<file path="src/hw/rtl/mfr_pkg.sv">
// Package for the marker delimited frame receiver.
// Holds opcodes, register indexes, reset values and shared structs.
// No dependencies.
`default_nettype none

package mfr_pkg;

  localparam int unsigned BufferDepth = 128;

  localparam int unsigned ByteW   = 8;
  localparam int unsigned IndexW  = 7;
  localparam int unsigned CfgIdxW = 2;

  localparam logic [ByteW-1:0] StartMarkerRst = 8'd64;  // '@'
  localparam logic [ByteW-1:0] EndMarkerRst   = 8'd42;  // '*'
  localparam logic [ByteW-1:0] Terminator     = 8'd0;

  typedef enum logic [1:0] {
    OP_BYTE = 2'd0,
    OP_POLL = 2'd1,
    OP_READ = 2'd2
  } op_e;

  typedef enum logic [CfgIdxW-1:0] {
    REG_START_MARKER = 2'd0,
    REG_END_MARKER   = 2'd1
  } reg_e;

  // Per item status handed from the frame control to the result register.
  typedef struct packed {
    logic              frame_ready;
    logic [IndexW-1:0] frame_length;
    logic              overflow;
  } status_t;

endpackage

`default_nettype wire

</file>
<file path="src/hw/rtl/mfr_buf.sv">
// Frame buffer memory: one write port, one read port with registered data.
// Depends on mfr_pkg for its default depth.
`default_nettype none

module mfr_buf #(
  parameter int unsigned DEPTH = mfr_pkg::BufferDepth,
  parameter int unsigned AW    = $clog2(DEPTH)
) (
  input  wire logic          clk_i,
  input  wire logic          wr_en_i,
  input  wire logic [AW-1:0] wr_addr_i,
  input  wire logic [7:0]    wr_data_i,
  input  wire logic          rd_en_i,
  input  wire logic [AW-1:0] rd_addr_i,
  output logic      [7:0]    rd_data_o
);

  logic [7:0] mem [DEPTH];
  logic [7:0] rd_data_q;

  always_ff @(posedge clk_i) begin
    if (wr_en_i) begin
      mem[wr_addr_i] <= wr_data_i;
    end
  end

  always_ff @(posedge clk_i) begin
    if (rd_en_i) begin
      rd_data_q <= mem[rd_addr_i];
    end
  end

  assign rd_data_o = rd_data_q;

endmodule

`default_nettype wire

</file>
<file path="src/hw/rtl/mfr_ctrl.sv">
// Frame control: marker detection, write index, ready and overflow flags.
// Depends on mfr_pkg.
`default_nettype none

module mfr_ctrl #(
  parameter int unsigned DEPTH = mfr_pkg::BufferDepth,
  parameter int unsigned AW    = $clog2(DEPTH)
) (
  input  wire logic            clk_i,
  input  wire logic            rst_ni,
  input  wire logic            step_i,
  input  wire logic [1:0]      opcode_i,
  input  wire logic [7:0]      rx_byte_i,
  input  wire logic [7:0]      start_marker_i,
  input  wire logic [7:0]      end_marker_i,
  output logic                 wr_en_o,
  output logic      [AW-1:0]   wr_addr_o,
  output logic      [7:0]      wr_data_o,
  output mfr_pkg::status_t     status_o
);

  localparam logic [AW-1:0] LastIdx = AW'(DEPTH - 1);

  logic          receiving_q, receiving_d;
  logic [AW-1:0] widx_q, widx_d;
  logic          ready_q, ready_d;
  logic          ovf_q, ovf_d;

  always_comb begin
    receiving_d = receiving_q;
    widx_d      = widx_q;
    ready_d     = ready_q;
    ovf_d       = ovf_q;
    wr_en_o     = 1'b0;
    wr_addr_o   = widx_q;
    wr_data_o   = rx_byte_i;
    case (mfr_pkg::op_e'(opcode_i))
      mfr_pkg::OP_BYTE: begin
        if (!receiving_q) begin
          if (rx_byte_i == start_marker_i && !ready_q) begin
            receiving_d = 1'b1;
            widx_d      = '0;
            ovf_d       = 1'b0;
          end
        end else if (rx_byte_i == end_marker_i) begin
          // close: terminator after payload, always fits
          receiving_d = 1'b0;
          ready_d     = 1'b1;
          wr_en_o     = 1'b1;
          wr_data_o   = mfr_pkg::Terminator;
        end else if (widx_q != LastIdx) begin
          wr_en_o = 1'b1;
          widx_d  = widx_q + AW'(1);
        end else begin
          ovf_d = 1'b1;
        end
      end
      mfr_pkg::OP_POLL: begin
        ready_d = 1'b0;
      end
      default: begin
      end
    endcase
    wr_en_o = wr_en_o & step_i;
  end

  always_ff @(posedge clk_i or negedge rst_ni) begin
    if (!rst_ni) begin
      receiving_q <= 1'b0;
      widx_q      <= '0;
      ready_q     <= 1'b0;
      ovf_q       <= 1'b0;
    end else if (step_i) begin
      receiving_q <= receiving_d;
      widx_q      <= widx_d;
      ready_q     <= ready_d;
      ovf_q       <= ovf_d;
    end
  end

  assign status_o.frame_ready  = ready_q;
  assign status_o.frame_length = mfr_pkg::IndexW'(widx_d);
  assign status_o.overflow     = ovf_d;

endmodule

`default_nettype wire

</file>
<file path="src/hw/rtl/marker_delimited_frame_receiver_top.sv">
// Marker delimited frame receiver, top level.
// Depends on mfr_pkg, mfr_ctrl and mfr_buf.
//
// Collects frames from a byte stream: a start marker opens a frame (only
// while no finished frame waits to be polled), payload bytes are stored
// from buffer position 0, and the end marker writes a zero terminator and
// raises the ready flag. Each transfer on the input channel carries one
// operation (byte, poll, read) and yields exactly one transfer on the
// output channel. Throughput is one transfer per cycle while out_ready_i
// does not stall the output; each operation passes through the input
// register and the result register, the buffer read port registering
// its data into the result stage. The markers are written through the
// configuration channel (index 0 start, index 1 end, other indexes
// ignored) and must only change while the block is idle. Reads of buffer
// entries never written return undefined data.
`default_nettype none

module marker_delimited_frame_receiver_top #(
  parameter int unsigned BUFFER_DEPTH = mfr_pkg::BufferDepth
) (
  input  wire logic        clk_i,
  input  wire logic        rst_ni,
  // input transfers
  input  wire logic        in_valid_i,
  output logic             in_ready_o,
  input  wire logic [1:0]  opcode_i,
  input  wire logic [7:0]  rx_byte_i,
  input  wire logic [6:0]  read_index_i,
  // result transfers
  output logic             out_valid_o,
  input  wire logic        out_ready_i,
  output logic             frame_ready_o,
  output logic      [7:0]  read_data_o,
  output logic      [6:0]  frame_length_o,
  output logic             overflow_o,
  // configuration writes
  input  wire logic        cfg_valid_i,
  output logic             cfg_ready_o,
  input  wire logic [1:0]  cfg_index_i,
  input  wire logic [7:0]  cfg_data_i
);

  localparam int unsigned AW = $clog2(BUFFER_DEPTH);

  // ---------------------------------------------------------------------
  // Configuration registers
  // ---------------------------------------------------------------------
  logic [7:0] start_marker_q;
  logic [7:0] end_marker_q;

  assign cfg_ready_o = 1'b1;

  always_ff @(posedge clk_i or negedge rst_ni) begin
    if (!rst_ni) begin
      start_marker_q <= mfr_pkg::StartMarkerRst;
      end_marker_q   <= mfr_pkg::EndMarkerRst;
    end else if (cfg_valid_i) begin
      case (mfr_pkg::reg_e'(cfg_index_i))
        mfr_pkg::REG_START_MARKER: start_marker_q <= cfg_data_i;
        mfr_pkg::REG_END_MARKER:   end_marker_q   <= cfg_data_i;
        default: begin
        end
      endcase
    end
  end

  // ---------------------------------------------------------------------
  // Handshake: input register feeds the result register; the stage moves
  // on whenever the result register is empty or being drained.
  // ---------------------------------------------------------------------
  logic s1_valid_q;
  logic out_valid_q;
  logic out_free;
  logic step;
  logic in_xfer;

  assign out_free   = !out_valid_q || out_ready_i;
  assign step       = s1_valid_q && out_free;
  assign in_ready_o = !s1_valid_q || out_free;
  assign in_xfer    = in_valid_i && in_ready_o;

  always_ff @(posedge clk_i or negedge rst_ni) begin
    if (!rst_ni) begin
      s1_valid_q  <= 1'b0;
      out_valid_q <= 1'b0;
    end else begin
      if (in_ready_o) begin
        s1_valid_q <= in_valid_i;
      end
      if (out_free) begin
        out_valid_q <= s1_valid_q;
      end
    end
  end

  // input register (payload, no reset)
  logic [1:0] opcode_q;
  logic [7:0] rx_byte_q;
  logic [6:0] read_index_q;

  always_ff @(posedge clk_i) begin
    if (in_xfer) begin
      opcode_q     <= opcode_i;
      rx_byte_q    <= rx_byte_i;
      read_index_q <= read_index_i;
    end
  end

  // ---------------------------------------------------------------------
  // Frame control and buffer
  // ---------------------------------------------------------------------
  logic              wr_en;
  logic [AW-1:0]     wr_addr;
  logic [7:0]        wr_data;
  mfr_pkg::status_t  status;
  logic              rd_hit;
  logic              rd_en;
  logic [7:0]        rd_data;

  mfr_ctrl #(
    .DEPTH (BUFFER_DEPTH),
    .AW    (AW)
  ) u_ctrl (
    .clk_i          (clk_i),
    .rst_ni         (rst_ni),
    .step_i         (step),
    .opcode_i       (opcode_q),
    .rx_byte_i      (rx_byte_q),
    .start_marker_i (start_marker_q),
    .end_marker_i   (end_marker_q),
    .wr_en_o        (wr_en),
    .wr_addr_o      (wr_addr),
    .wr_data_o      (wr_data),
    .status_o       (status)
  );

  // reads past the buffer end answer zero
  assign rd_hit = (mfr_pkg::op_e'(opcode_q) == mfr_pkg::OP_READ) &&
                  (32'(read_index_q) < 32'(BUFFER_DEPTH));
  assign rd_en  = step && rd_hit;

  mfr_buf #(
    .DEPTH (BUFFER_DEPTH),
    .AW    (AW)
  ) u_buf (
    .clk_i     (clk_i),
    .wr_en_i   (wr_en),
    .wr_addr_i (wr_addr),
    .wr_data_i (wr_data),
    .rd_en_i   (rd_en),
    .rd_addr_i (AW'(read_index_q)),
    .rd_data_o (rd_data)
  );

  // ---------------------------------------------------------------------
  // Result register; read data arrives from the buffer's own register
  // ---------------------------------------------------------------------
  mfr_pkg::status_t status_q;
  logic             rd_keep_q;

  always_ff @(posedge clk_i) begin
    if (step) begin
      status_q  <= status;
      rd_keep_q <= rd_hit;
    end
  end

  assign out_valid_o    = out_valid_q;
  assign frame_ready_o  = status_q.frame_ready;
  assign frame_length_o = status_q.frame_length;
  assign overflow_o     = status_q.overflow;
  assign read_data_o    = {8{rd_keep_q}} & rd_data;

endmodule

`default_nettype wire

</file>
<file path="config.mk">
export PLATFORM = sky130hd
export DESIGN_NAME = marker_delimited_frame_receiver_top
export DESIGN_NICKNAME = d
export VERILOG_FILES = /design/src/hw/rtl/mfr_pkg.sv /design/src/hw/rtl/mfr_buf.sv /design/src/hw/rtl/mfr_ctrl.sv /design/src/hw/rtl/marker_delimited_frame_receiver_top.sv
export SDC_FILE = /design/constraint.sdc
export NUM_CORES = 1
export LEC_CHECK = 0
export BUFFER_PORTS_ARGS = -buffer_cell sky130_fd_sc_hd__clkbuf_2
export CAP_MARGIN = 5
export CORE_ASPECT_RATIO = 1.1
export CORE_UTILIZATION = 40
export CTS_CLUSTER_SIZE = 40
export DETAILED_ROUTE_END_ITERATION = 6
export SLEW_MARGIN = 40
export SYNTH_ARGS = -nofsm -noshare
export SYNTH_HDL_FRONTEND = slang
export SYNTH_SLANG_ARGS = --single-unit
export TNS_END_PERCENT = 100
</file>
<file path="constraint.sdc">
create_clock -name clk_i -period 5.7 [get_ports clk_i]
set_input_delay 0.285 -clock clk_i [delete_from_list [all_inputs] [get_ports clk_i]]
set_output_delay 0.285 -clock clk_i [all_outputs]
set_load 0.01 [all_outputs]
</file>
==> results list, run 1 <==
* Result of the run: completed
* Number of nets still failing antenna checks after routing: 0
* Most frequent cells in the layout: edfxtp_1, mux4_2, clkbuf_16, nor2_2, nor2_1
- Clock power frac: 40.5%
- Top-Level Pins: 52
- The analysis attributes to cell leakage a power of 0.0147 uW.
- In the synthesized netlist the dominant register cell turns out to be edfxtp_1.
- Summing over every cut layer, the via total after detailed routing is 19.1k.
- The number of antenna diodes in the final layout is 0.
- Post-layout min period: 3.82 ns
* Synth Area per Inst: 23.1 sq um
* Cell breakdown of the critical path: xnor2_1 -> nand4_1 -> nor2_1 -> o311ai_1 -> or3b_2 -> nor2_1
- Core utilization of the finished layout: 46.1%
- Counting flops with a built-in enable in the synthesized netlist gives 1,059.
* Total nets after synthesis: 1,855
- Global routing consumed, over all layers together, 17.7% of the routing resources.
* CP required: 5.98 ns
* Maximum ir drop on the vdd rail: 272 uV
* Post-synthesis sequential area ratio: 77.1%
- Synthesized netlist cell count: 1,822
- For this design the total switching power over the nets is 3480 uW.
* Most frequent cell on the critical path: nor2_1
- The number of buffers and inverters on the critical path is 0.
- The critical path crosses 6 cells after its start point.
- Synthesis instantiated 42 different standard cells from the library.
* Post-synthesis to final-layout area growth: 13.9%
* DRT Wirelength: 93,800 um
- Dividing the detail-routed wire length by the instance count gives 27.4 um.
- Of the cells placed in the final design, the portion with a size suffix greater than 1 is 33.9%.
* Number of antenna violations at the first check in global routing: 1
- Post-route setup TNS: 0 ns
* Crit-path slowest cell: or3b_2
* Total setup violations reported at the end of the flow: 0
- Yosys printed 0 warnings.
- Portion of the clock cycle consumed by the worst path in the final layout: 67.1%
- Of all flip-flops after synthesis, the portion carrying an async set or reset was 2.58%.
- Buffers added to address setup during post-CTS repair amount to 0.
- Vertical extent of the die: 343 um
- Clock latency at the later pin of the worst-skew pair: 0.68 ns
* WS Path Type: flop to flop
- Once the floorplan was initialized, standard cells occupied 40.4% of the core.
- Reg power frac: 54.0%
* Most common cell after layout, fill and taps aside: edfxtp_1
- In this design, the stage delay of the slowest critical-path cell is 0.88 ns.
* Average via count per standard cell: 5.58
* CTS tree: built
* Final worst setup slack: 1.88 ns
* Core area: 0.104 sq mm
- Switching power share of the total: 21.2%
- First-pass GRT wire length: 138,000 um
- The via count of the first global-routing pass came to 19.8k.
- The total count of max-transition violations in the final report is 0.
- RSZ-0062 raised after global routing: false
* Final GP Congestion: 0.799
- The tree is rooted in a clkbuf_16.
- Floorplan row count: 124
* Top achievable clock speed: 0.261 GHz
* Min-Delay Path Class: input pin to flop
* Sort of element at the end of the critical path: flop
- Die Footprint: 0.107 sq mm
* Sinks on Clock Net: 1,087
- Power per cell area: 342 mW/mm^2
- The worst pin sits at a relative slew slack of 39.9%.
* Die Span X: 312 um
* Critical Path Source Type: flop
* Category of cells accounting for the largest share of critical-path delay: simple AND/OR/NAND/NOR gates
- Total congestion overflow: 0
* Comb pwr share: 5.4%
* Internal Pwr Total: 12,900 uW
- The synthesized netlist occupies a cell area of 0.0422 sq mm.
- The wire-length estimate of the detail-placed layout is 58,200 um.
- The tool flagged a number of max-cap violations equal to 0.
* Largest fanout on the critical path: 16
- The H-tree was split into 3 levels.
- Worst setup skew after layout: 0.0380 ns
- Counting cells, the worst reg-to-reg path comes to 6.
- Cell count after placement: 3,195
- For the worst setup path, the data arrival time is 4.10 ns.
- OpenSTA, run right after detailed placement, puts the worst setup slack at 1.81 ns.
- Number of buffers inserted during clock tree synthesis: 104
- # port buffers: 50
- Largest net degree at the start of global routing: 85
* Synthesized flop and latch total: 1,087
- CTS Buffer Depth: 3
- After detailed routing, the number of remaining DRC violations is 0.
- The total count of hold-check failures in the final report was 0.
- Clock-pin slew was measured on the worst setup and hold paths at 0.06 ns.
- Leaving out filler cells and counting taps, the final layout contains 3,423.
- Transition time at the pin with the least slew margin: 0.901 ns
- After the first detailed-routing iteration, the DRC count stood at 2,103.
* Hold Path Cell Cnt: 3
- Number of nets in the final layout: 1,980
- The first detailed-routing pass took 5 iterations.
cells in the mapped netlist (3+ instances only):
cell,n,area (sq um)
clkbuf_1,56,210
and2_1,18,113
nand3b_1,4,30.0
nand2b_1,4,25.0
o21ai_0,5,25.0
dfrtp_1,24,601
and3_1,4,25.0
nand2_1,16,60.1
buf_4,16,120
dfstp_2,4,105
nor2b_1,3,18.8
nor2_1,146,548
a31oi_1,6,37.5
inv_1,5,18.8
nor3_1,3,15.0
nand3_1,13,65.1
buf_2,11,55.1
mux4_2,336,7570
mux2_2,24,270
edfxtp_1,1059,31800
nand4_1,5,31.3
a21oi_1,3,15.0
xnor2_1,16,140
a21o_1,4,30.0
buf_1,14,52.6
power groups by stage:
stage	clock network (uW)	registers, uW	logic (uW)
after global placement	0	9040	855
after CTS	6780	8870	904
final	6660	8870	890
after detailed placement	0	9040	886
after floorplan	0	9040	574
after global routing	7040	8870	949
layout make-up:
| cell class | count | area (sq um) |
|---|---|---|
| Fill cell | 8583 | 56200 |
| Sequential cell | 1087 | 32500 |
| Multi-Input combinational cell | 632 | 9440 |
| Clock buffer | 121 | 2690 |
| Tap cell | 1386 | 1730 |
| Timing Repair Buffer | 117 | 1050 |
| Clock inverter | 75 | 598 |
| Inverter | 5 | 18.8 |
state kept, by name (all words and copies together), names as in the netlist, 2 cells and up:
register and count:
u_buf.mem 1024, end_marker_q 8, rx_byte_q 8, start_marker_q 8, u_buf.rd_data_o 8, frame_length_o 7
read_index_q 7, u_ctrl.wr_addr_o 7, opcode_q 2
worst reg2reg max path: cells and delay by family (launching register included):
family                    cells  cell delay [ns]
and+or+nand+nor               4             2.46
xor gates and xnor gates      1             0.12
AOI/OAI and AO/OA             1             0.29
DFF                           1             0.54
metal layers:
layer | GRT usage, % | part of all wire (%) | vias to the layer above
met5 | 0 | 0.014 | -
met2 | 28.2 | 48 | 683
met1 | 24.7 | 42 | 10300
met4 | 5.13 | 2.3 | 2
li1 | - | - | 7965
met3 | 3.87 | 7.5 | 131
worst paths after layout:
path / to / slack, ns / from
worst max-delay path: u_buf.mem[53][7]$_DFFE_PP_ / 1.88 / end_marker_q[3]$_DFFE_PN1P_
worst min-delay path: start_marker_q[0]$_DFFE_PN0P_ / 0.08 / cfg_index_i[1]
worst max register to register: u_buf.mem[53][7]$_DFFE_PP_ / 1.88 / end_marker_q[3]$_DFFE_PN1P_
worst min register to register: frame_ready_o$_DFFE_PP_ / 0.48 / u_ctrl.ready_q$_DFFE_PN0P_
max in group asynchronous: s1_valid_q$_DFFE_PN0N_ / 5.02 / rst_ni
min in group asynchronous: start_marker_q[7]$_DFFE_PN0P_ / 0.21 / rst_ni
through the flow:
step	power [uW]	hold WS, ns	cell area [sq um]
after floorplan	9610	-0.0106	42200
after global placement	9900	0.372	44000
after detailed placement	9930	0.381	44300
final	16400	0.0793	48000
after CTS	16600	0.0600	47900
after global routing	16900	0.0914	48000
logic make-up after synthesis:
logic type	count (synthesis)	share of synthesized area, %
simple gates	224	2.35
fa+ha+maj	1	0.0297
mux	361	18.6
other cells	1	0.00889
compound gates	28	0.463
xor+xnor	17	0.353
buf+inv	103	1.11
flops	1087	77.1
repair_timing:
| item | in CTS | in global routing |
|---|---|---|
| endpoints found under the hold margin | 59 | 0 |
| hold buffers | 29 | 0 |
| gates resized for setup | 0 | 0 |
Power figures use the tool's default switching activity.
==> run 2, diff against run 1 <==
Settings changed: ABC_AREA set to 1.
Clock period 5.7 ns to 3.65 ns, I/O delays scaled along.
==> run 2 against run 1 <==
Final cell count increased by 61%. Global-route usage increased by 2.8 points. Die area increased by 5.7%. Wire length increased by 24%. Critical path type unchanged. Combinational power increased by 150%. Synthesized cell count increased by 110%. Power increased by 66%. Largest power group unchanged.
==> results list, run 2 <==
* Result of the run: completed
* Top achievable clock speed: 0.344 GHz (+31%)
* Number of nets still failing antenna checks after routing: 0 (unchanged)
- The maximum clock path buffer count came to 3 (unchanged).
* Die Footprint: 0.113 sq mm (+5.7%)
- Leaving out fill and tap cells, the most frequent cell in the layout is nand2_1.
* Post-synthesis to final-layout area growth: 14.0%
- Maximum ir drop on the vdd rail: 379 uV (+40%)
- The pre-CTS setup slack came to 0.809 ns (-1.00 ns).
- The worst hold path belongs to the class input pin to asynchronous set/reset pin.
* Largest fanout on the critical path: 128 (+112)
- CP required: 4.24 ns (-1.74 ns)
- The total number of vias is 29.1k (+52%).
* Smallest hold slack: 0.0638 ns (-0.0155 ns)
* Hold Violations, Final: 0 (unchanged)
* Yosys cell types: 40 (-4.8%)
- Detailed router's first-iteration violation count: 2,730 (+30%)
- The first-pass GRT wire length is 176,000 um (+27%).
- WS Path Type: flop to flop
* Power per cell area: 534 mW/mm^2 (+56%)
* Final GP Congestion: 0.849 (+6.1%)
* Clock latency at the later pin of the worst-skew pair: 0.72 ns (+0.04 ns)
* Total congestion overflow: 0 (unchanged)
* Floorplan row count: 128 (+3.2%)
- The post-synthesis net count came to 3,876 (+110%).
* Sort of element at the end of the critical path: flop
- Root buffer cell: clkbuf_16
- Tracing the worst setup path back leads to its startpoint at read_index_q[0]$_DFFE_PP_.
- The arrival time of the worst setup path is 3.50 ns (-0.60 ns).
* Top_reg_cell synth: edfxtp_1
- Synthesized netlist cell count: 3,843 (+110%)
- Synth Area per Inst: 11.6 sq um (-50%)
- The worst path setup slack after routing was 0.740 ns (-1.14 ns).
- Core area: 0.111 sq mm (+6.1%)
- The worst setup path is launched from a flop.
- Cells taking the most area after synthesis: edfxtp_1, nand3_1, nand2_1, buf_2, dfrtp_1
- Most area-hungry cell type in the Yosys netlist: edfxtp_1
* Synth async-reset ratio: 2.58% (unchanged)
* Total setup violations reported at the end of the flow: 0 (unchanged)
- Number of nets in the final layout: 3,965 (+100%)
- Post-layout min period: 2.91 ns (-0.914 ns)
- u_buf.mem holds more flip-flops than any other register.
* 1st-pass router iterations: 5 (unchanged)
* Worst slew margin: 44.3% (+4.4 points)
* Top-Level Pins: 52 (unchanged)
- The clock transition time at the flip-flop clock pins of the worst setup and hold paths came to 0.07 ns (about the same).
- The via count of the first global-routing pass was 27.8k (+40%).
* Post-route setup TNS: 0 ns (unchanged)
* Post-DR wirelength/cell: 21.1 um (-23%)
- The total half-perimeter wirelength after legalization and detailed placement was 67,100 um (+15%).
* Setup slack on the worst flop-to-flop path: 0.74 ns (-1.14 ns)
* Vertical extent of the die: 352 um (+2.8%)
- Worst setup skew after layout: 0.0274 ns (-0.0106 ns)
- The maximum number of pins on one net before global-route repair came to 129 (+52%).
* Setup Fix Bufs, Post-CTS: 0 (unchanged)
* Number of antenna violations at the first check in global routing: 1 (unchanged)
- The die span in x came to 320 um (+2.8%).
* Initial Util: 40.3% (-0.14 points)
* Filler instances: 9,875 (+15%)
* Most frequent cells in the layout: nand2_1, edfxtp_1, nand3_1, nor2_1, buf_4
- The residual DRC count came to 0 (unchanged).
- The number of buffer cells added on primary ports is 50 (unchanged).
- The final core utilization was 46.0% (-0.10 points).
- Largest register FFs: 1,024 (unchanged)
- The clock sink total came to 1,087 (unchanged).
- The area share of the leading cell type in the synthesized netlist came to 71.3% (-4.1 points).
* Start of the worst register-to-register path: read_index_q[0]$_DFFE_PP_
* Netlist area before placement: 0.0446 sq mm (+5.8%)
* Cells on worst reg2reg path: 12 (+6)
- Count of warnings emitted by yosys: 0 (unchanged)
* Count of flip-flops with a built-in enable after synthesis: 1,059 (unchanged)
- The register bit count reported by yosys came to 1,087 (unchanged).
- TritonCTS built the clock tree.
* Number of buffers inserted during clock tree synthesis: 103 (-0.96%)
- Post-synthesis sequential area ratio: 72.9% (-4.2 points)
- The worst-margin pin slew was 0.832 ns (-0.0689 ns).
- Max H-tree Level: 3 (unchanged)
- Global router's overall resource usage: 20.5% (+2.8 points)
- Total cell area at the placement stage: 0.0471 sq mm (+6.3%)
* Leakage power of the design: 0.0183 uW (+25%)
- Cell area after layout: 0.0509 sq mm (+5.9%)
* RSZ-0062 raised after global routing: false
- Average via count per standard cell: 5.27 (-5.6%)
- Share of final-layout standard cells stronger than drive strength 1: 9.97% (-24 points)
- The post-route fraction of the period consumed by the critical path came to 79.7% (+13 points).
* Max-capacitance violation count: 0 (unchanged)
- DRT Wirelength: 116,000 um (+24%)
* Cell with the most instances after synthesis: nand2_1
- The total count of max-transition violations in the final report was 0 (unchanged).
* Synth top cells by count: nand2_1, edfxtp_1, nand3_1, nor2_1, buf_2
-- run 2: changes by cell type in the layout (fill, tap and decap cells not counted), moves of 9 or more --
cell and delta:
buf_4 +90, mux4_2 -336, o21ai_0 +17, nand2_1 +1250
buf_12 +24, nor2_2 -56, nor2_1 +63, mux2_2 -24
nand3_1 +946, inv_4 +11, and2_1 -9, inv_1 +47
xnor2_1 -10, clkinv_1 -10
-- run 2: report_power, final --
group / switching (uW) / total (uW) / internal (uW)
registers: 75.5 / 13900 / 13800
clock network: 4720 / 11000 / 6330
logic: 1630 / 2210 / 587
-- run 2: logic make-up (layout without fill, tap and decap cells) --
group	Yosys count	in the layout	synth area share, %
buffers and inverters	307	485	3.20
DFF	1087	1087	72.9
xor gates and xnor gates	7	7	0.137
and+or+nand+nor	2406	2406	23.3
adders and majority gates	1	1	0.0280
AOI/OAI and AO/OA	34	34	0.398
other	1	2	0.00841
-- run 2: layout make-up --
| class | instances | area (sq um) | area share (%) |
|---|---|---|---|
| clock inverters | 68 | 752 | 1.48 |
| flip-flops and latches | 1087 | 32500 | 63.9 |
| repair buffers | 221 | 2010 | 3.95 |
| clock buffers | 126 | 2730 | 5.36 |
| multi-input cells | 2449 | 10700 | 21.0 |
| well taps | 1495 | 1870 | 3.68 |
| inverters | 70 | 314 | 0.617 |
| diodes | 1 | 2.50 | 0.00492 |
-- run 2: final timing paths --
check                                                  to
max                          u_buf.rd_data_o[4]$_DFFE_PP_
min in group clk_i          start_marker_q[6]$_DFFE_PN1P_
max in group asynchronous   start_marker_q[1]$_DFFE_PN0P_
min reg2reg                 start_marker_q[7]$_DFFE_PN0P_
min                        u_ctrl.receiving_q$_DFFE_PN0P_
max reg2reg                  u_buf.rd_data_o[4]$_DFFE_PP_
-- run 2: routing by layer --
metal	vias to the layer above	routed length (um)	global-route usage, %
met3	161	7240	2.61
li1	13600	-	-
met5	-	0	0
met2	1019	55100	32.7
met1	14300	50800	29.1
met4	0	3210	6.78
-- run 2: timing repair --
action,in CTS,in global routing
resized for setup,0,0
hold endpoints to repair,63,0
hold buffers,30,0
-- run 2: metrics by stage --
| stage | total power, uW | instances |
|---|---|---|
| 3_5_place_dp | 16400 | 5292 |
| 2_1_floorplan | 15500 | 3843 |
| 4_1_cts | 27400 | 5516 |
| 3_3_place_gp | 16400 | 5292 |
| 5_1_grt | 28000 | 5517 |
| 6_report | 27200 | 5517 |
-- run 2: critical path, cell delays in order, from the launching register on --
cell      delay [ns]
edfxtp_1        0.60
buf_12          0.38
buf_12          0.47
nand2_1         0.11
nand3_1         0.11
nand3_1         0.17
nand3_1         0.16
nand3_1         0.12
nand2_1         0.19
nand2_1         0.14
nand2_1         0.09
nand2_1         0.05
nand2_1         0.07
==> run 3, diff against run 2 <==
Clock period 3.65 ns to 2.5 ns, I/O delays scaled along.
==> run 3 against run 2 <==
Sequential power is 46% higher. Die area stayed put. Sequential share of layout area is 1.5 points lower. Largest power group unchanged. Highest routed layer unchanged.
==> results list, run 3 (synthesis results as in run 2) <==
* Post-synthesis to final-layout area growth: 16.9%
- Sinks on Clock Net: 1,087 (unchanged)
* Post-DP HPWL: 69,000 um (+2.9%)
- Clock Pin Slew Worst Setup and Hold Paths: 0.07 ns (about the same)
- The total number of cells along the worst setup path came to 12 (unchanged).
- Number of nets in the final layout: 4,082 (+3.0%)
- The core box area is 0.111 sq mm (unchanged).
* Final cell count without fillers: 5,632 (+2.1%)
- The post-route clock skew is 0.0222 ns (-0.00525 ns).
- Cells on worst reg2reg path: 12 (unchanged)
- The number of antenna violations at the first check in global routing was 1 (unchanged).
- Core utilization of the finished layout: 47.1% (+1.1 points)
* Worst slew margin: 48.2% (+3.9 points)
- The last weighted congestion value of the routability-driven placer was 0.884 (+4.2%).
- The min-delay analysis places its worst path in the category input pin to asynchronous set/reset pin.
* CTS tree: built
* Transition time at the pin with the least slew margin: 0.777 ns (-0.0547 ns)
* Filler instances: 9,941 (+0.67%)
* First-pass GRT wire length: 179,000 um (+2.0%)
* # port buffers: 50 (unchanged)
- Worst Setup Slack post-DPL: -0.0437 ns (-0.852 ns)
- Final worst setup slack: 0.0703 ns (-0.670 ns)
* Hold Violations, Final: 0 (unchanged)
- Max H-tree Level: 3 (unchanged)
- The residual DRC count is 0 (unchanged).
* Average via count per standard cell: 5.29 (+0.38%)
* Leakage power of the design: 0.0189 uW (+3.2%)
* Cell count after placement: 5,403 (+2.1%)
- Share of final-layout standard cells stronger than drive strength 1: 12.9% (+2.9 points)
- Die Span X: 320 um (unchanged)
- Origin of the worst setup path: read_index_q[1]$_DFFE_PP_
* WS Path Type: flop to flop
- The flip-flop count of the largest register, all copies and words added is 1,024 (unchanged).
* Detailed router's first-iteration violation count: 3,272 (+20%)
* Clock latency at the later pin of the worst-skew pair: 0.70 ns (-0.02 ns)
- Smallest hold slack: 0.00490 ns (-0.0589 ns)
- Buffers and inverters on the worst path: 3 (+1)
- Category of cells accounting for the largest share of critical-path delay: simple AND/OR/NAND/NOR gates
- Sort of element at the end of the critical path: flop
* Via count of the first global-routing pass: 28.9k (+4.1%)
- In the layout the commonest cells are nand2_1, edfxtp_1, nand3_1, buf_4, nor2_1.
- Top-Level Pins: 52 (unchanged)
* Floorplan row count: 128 (unchanged)
* CTS Buffer Depth: 3 (unchanged)
- Highest cell delay on the worst timing path: 0.43 ns (-0.17 ns)
- The number of optimization iterations in the first detailed-route pass was 5 (unchanged).
* Total congestion overflow: 0 (unchanged)
- Largest net degree at the start of global routing: 129 (unchanged)
* Top achievable clock speed: 0.412 GHz (+20%)
- Most common cell after layout, fill and taps aside: nand2_1
- The total number of vias was 29.8k (+2.5%).
* Vertical extent of the die: 352 um (unchanged)
- RSZ-0062 raised after global routing: true
- The total clock buffers created by CTS was 102 (-0.97%).
- STA classifies the critical path startpoint as a flop.
* Total setup violations reported at the end of the flow: 0 (unchanged)
- DRT Wirelength: 120,000 um (+3.3%)
- Slew Limit Fails: 0 (unchanged)
- The total power density per cell area came to 756 mW/mm^2 (+41%).
* Max-capacitance violation count: 0 (unchanged)
- The signal on the critical path passes through buf_4 -> inv_8 -> buf_12 -> nand3_1 -> nand3_1 -> nand3_1 -> nand3_1 -> nand2_1 -> nand2_1 -> nand2_1 -> nand2_1 -> nand2_1.
- The overall global routing resource usage was 20.9% (+0.43 points).
- Die Footprint: 0.113 sq mm (unchanged)
- Result of the run: completed
- Post-layout min period: 2.43 ns (-0.480 ns)
* Initial Util: 40.3% (unchanged)
* Worst EP arrival: 2.88 ns (-0.62 ns)
- Top reg by flops: u_buf.mem
* Number of nets still failing antenna checks after routing: 0 (unchanged)
- The required time at the worst-slack endpoint was 2.95 ns (-1.29 ns).
* Largest fanout on the critical path: 29 (-77%)
- The most numerous cell type found on the critical path is nand2_1.
- In this run the clock root is driven by a clkbuf_16.
- The maximum VDD drop came to 493 uV (+30%).
- Crit-path slowest cell: edfxtp_1
- Post-DR wirelength/cell: 21.3 um (+1.2%)
* Portion of the clock cycle consumed by the worst path in the final layout: 97.2% (+17 points)
- Start of the worst register-to-register path: read_index_q[1]$_DFFE_PP_
-- run 3: changes by cell type in the layout (fill, tap and decap cells not counted), moves of 6 or more --
cell,previous run,this run
buf_4,109,195
buf_12,32,49
nor2_1,134,120
nand2_1,1266,1257
inv_4,11,3
nand2_2,2,10
nor2_4,3,11
buf_6,0,7
clkinv_1,21,28
nand2_8,0,6
nor2_2,19,25
-- run 3: final cells by class --
class / count / area [sq um] / share of cell area, %
sequential: 1087 / 32500 / 62.4
multi-input combinational: 2452 / 10900 / 20.9
timing repair buffer: 335 / 3180 / 6.10
clock buffer: 128 / 2780 / 5.33
tap: 1495 / 1870 / 3.59
clock inverter: 63 / 567 / 1.09
inverter: 70 / 334 / 0.641
timing repair inverter: 1 / 8.76 / 0.0168
antenna: 1 / 2.50 / 0.00480
-- run 3: repair_timing --
| item | CTS | global route |
|---|---|---|
| buffers inserted | 0 | 2 |
| gates cloned | 1 | 4 |
| resized for setup | 0 | 49 |
| hold buffers | 30 | 0 |
| endpoints found under the setup margin | 325 | 541 |
| pin swaps | 0 | 1 |
| hold endpoints to repair | 63 | 0 |
-- run 3: through the flow --
step	TNS (ns)	instance area, sq um	total power, uW
after floorplan	-120.71	44700	22700
after global placement	-0.230	48200	24100
after detailed placement	-1.30	48200	24100
after CTS	-7.66	51800	39600
after global routing	-0.786	52100	40600
final	0	52100	39400
-- run 3: power breakdown --
part	internal, uW	switching, uW
Sequential	20200	100
Combinational	998	2480
Clock	8890	6700
Total	30100	9280
-- run 3: per-layer routing --
metal | vias to the layer above | share of wire (%) | GRT usage (%)
li1 | 13900 | - | -
met1 | 14500 | 42 | 29.0
met2 | 1170 | 47 | 33.8
met3 | 188 | 7.0 | 2.77
met4 | 0 | 3.2 | 7.40
met5 | - | 0 | 0
-- run 3: final timing paths --
| path | to | slack [ns] |
|---|---|---|
| worst min-delay path | s1_valid_q$_DFFE_PN0N_ | 0.005 |
| worst max register to register | u_buf.rd_data_o[2]$_DFFE_PP_ | 0.07 |
| worst min register to register | u_ctrl.ovf_q$_DFFE_PN0P_ | 0.49 |
| max in group asynchronous | u_ctrl.wr_addr_o[1]$_DFFE_PN0P_ | 2.04 |
| worst max-delay path | u_buf.rd_data_o[2]$_DFFE_PP_ | 0.07 |
| min in group clk_i | start_marker_q[6]$_DFFE_PN1P_ | 0.05 |
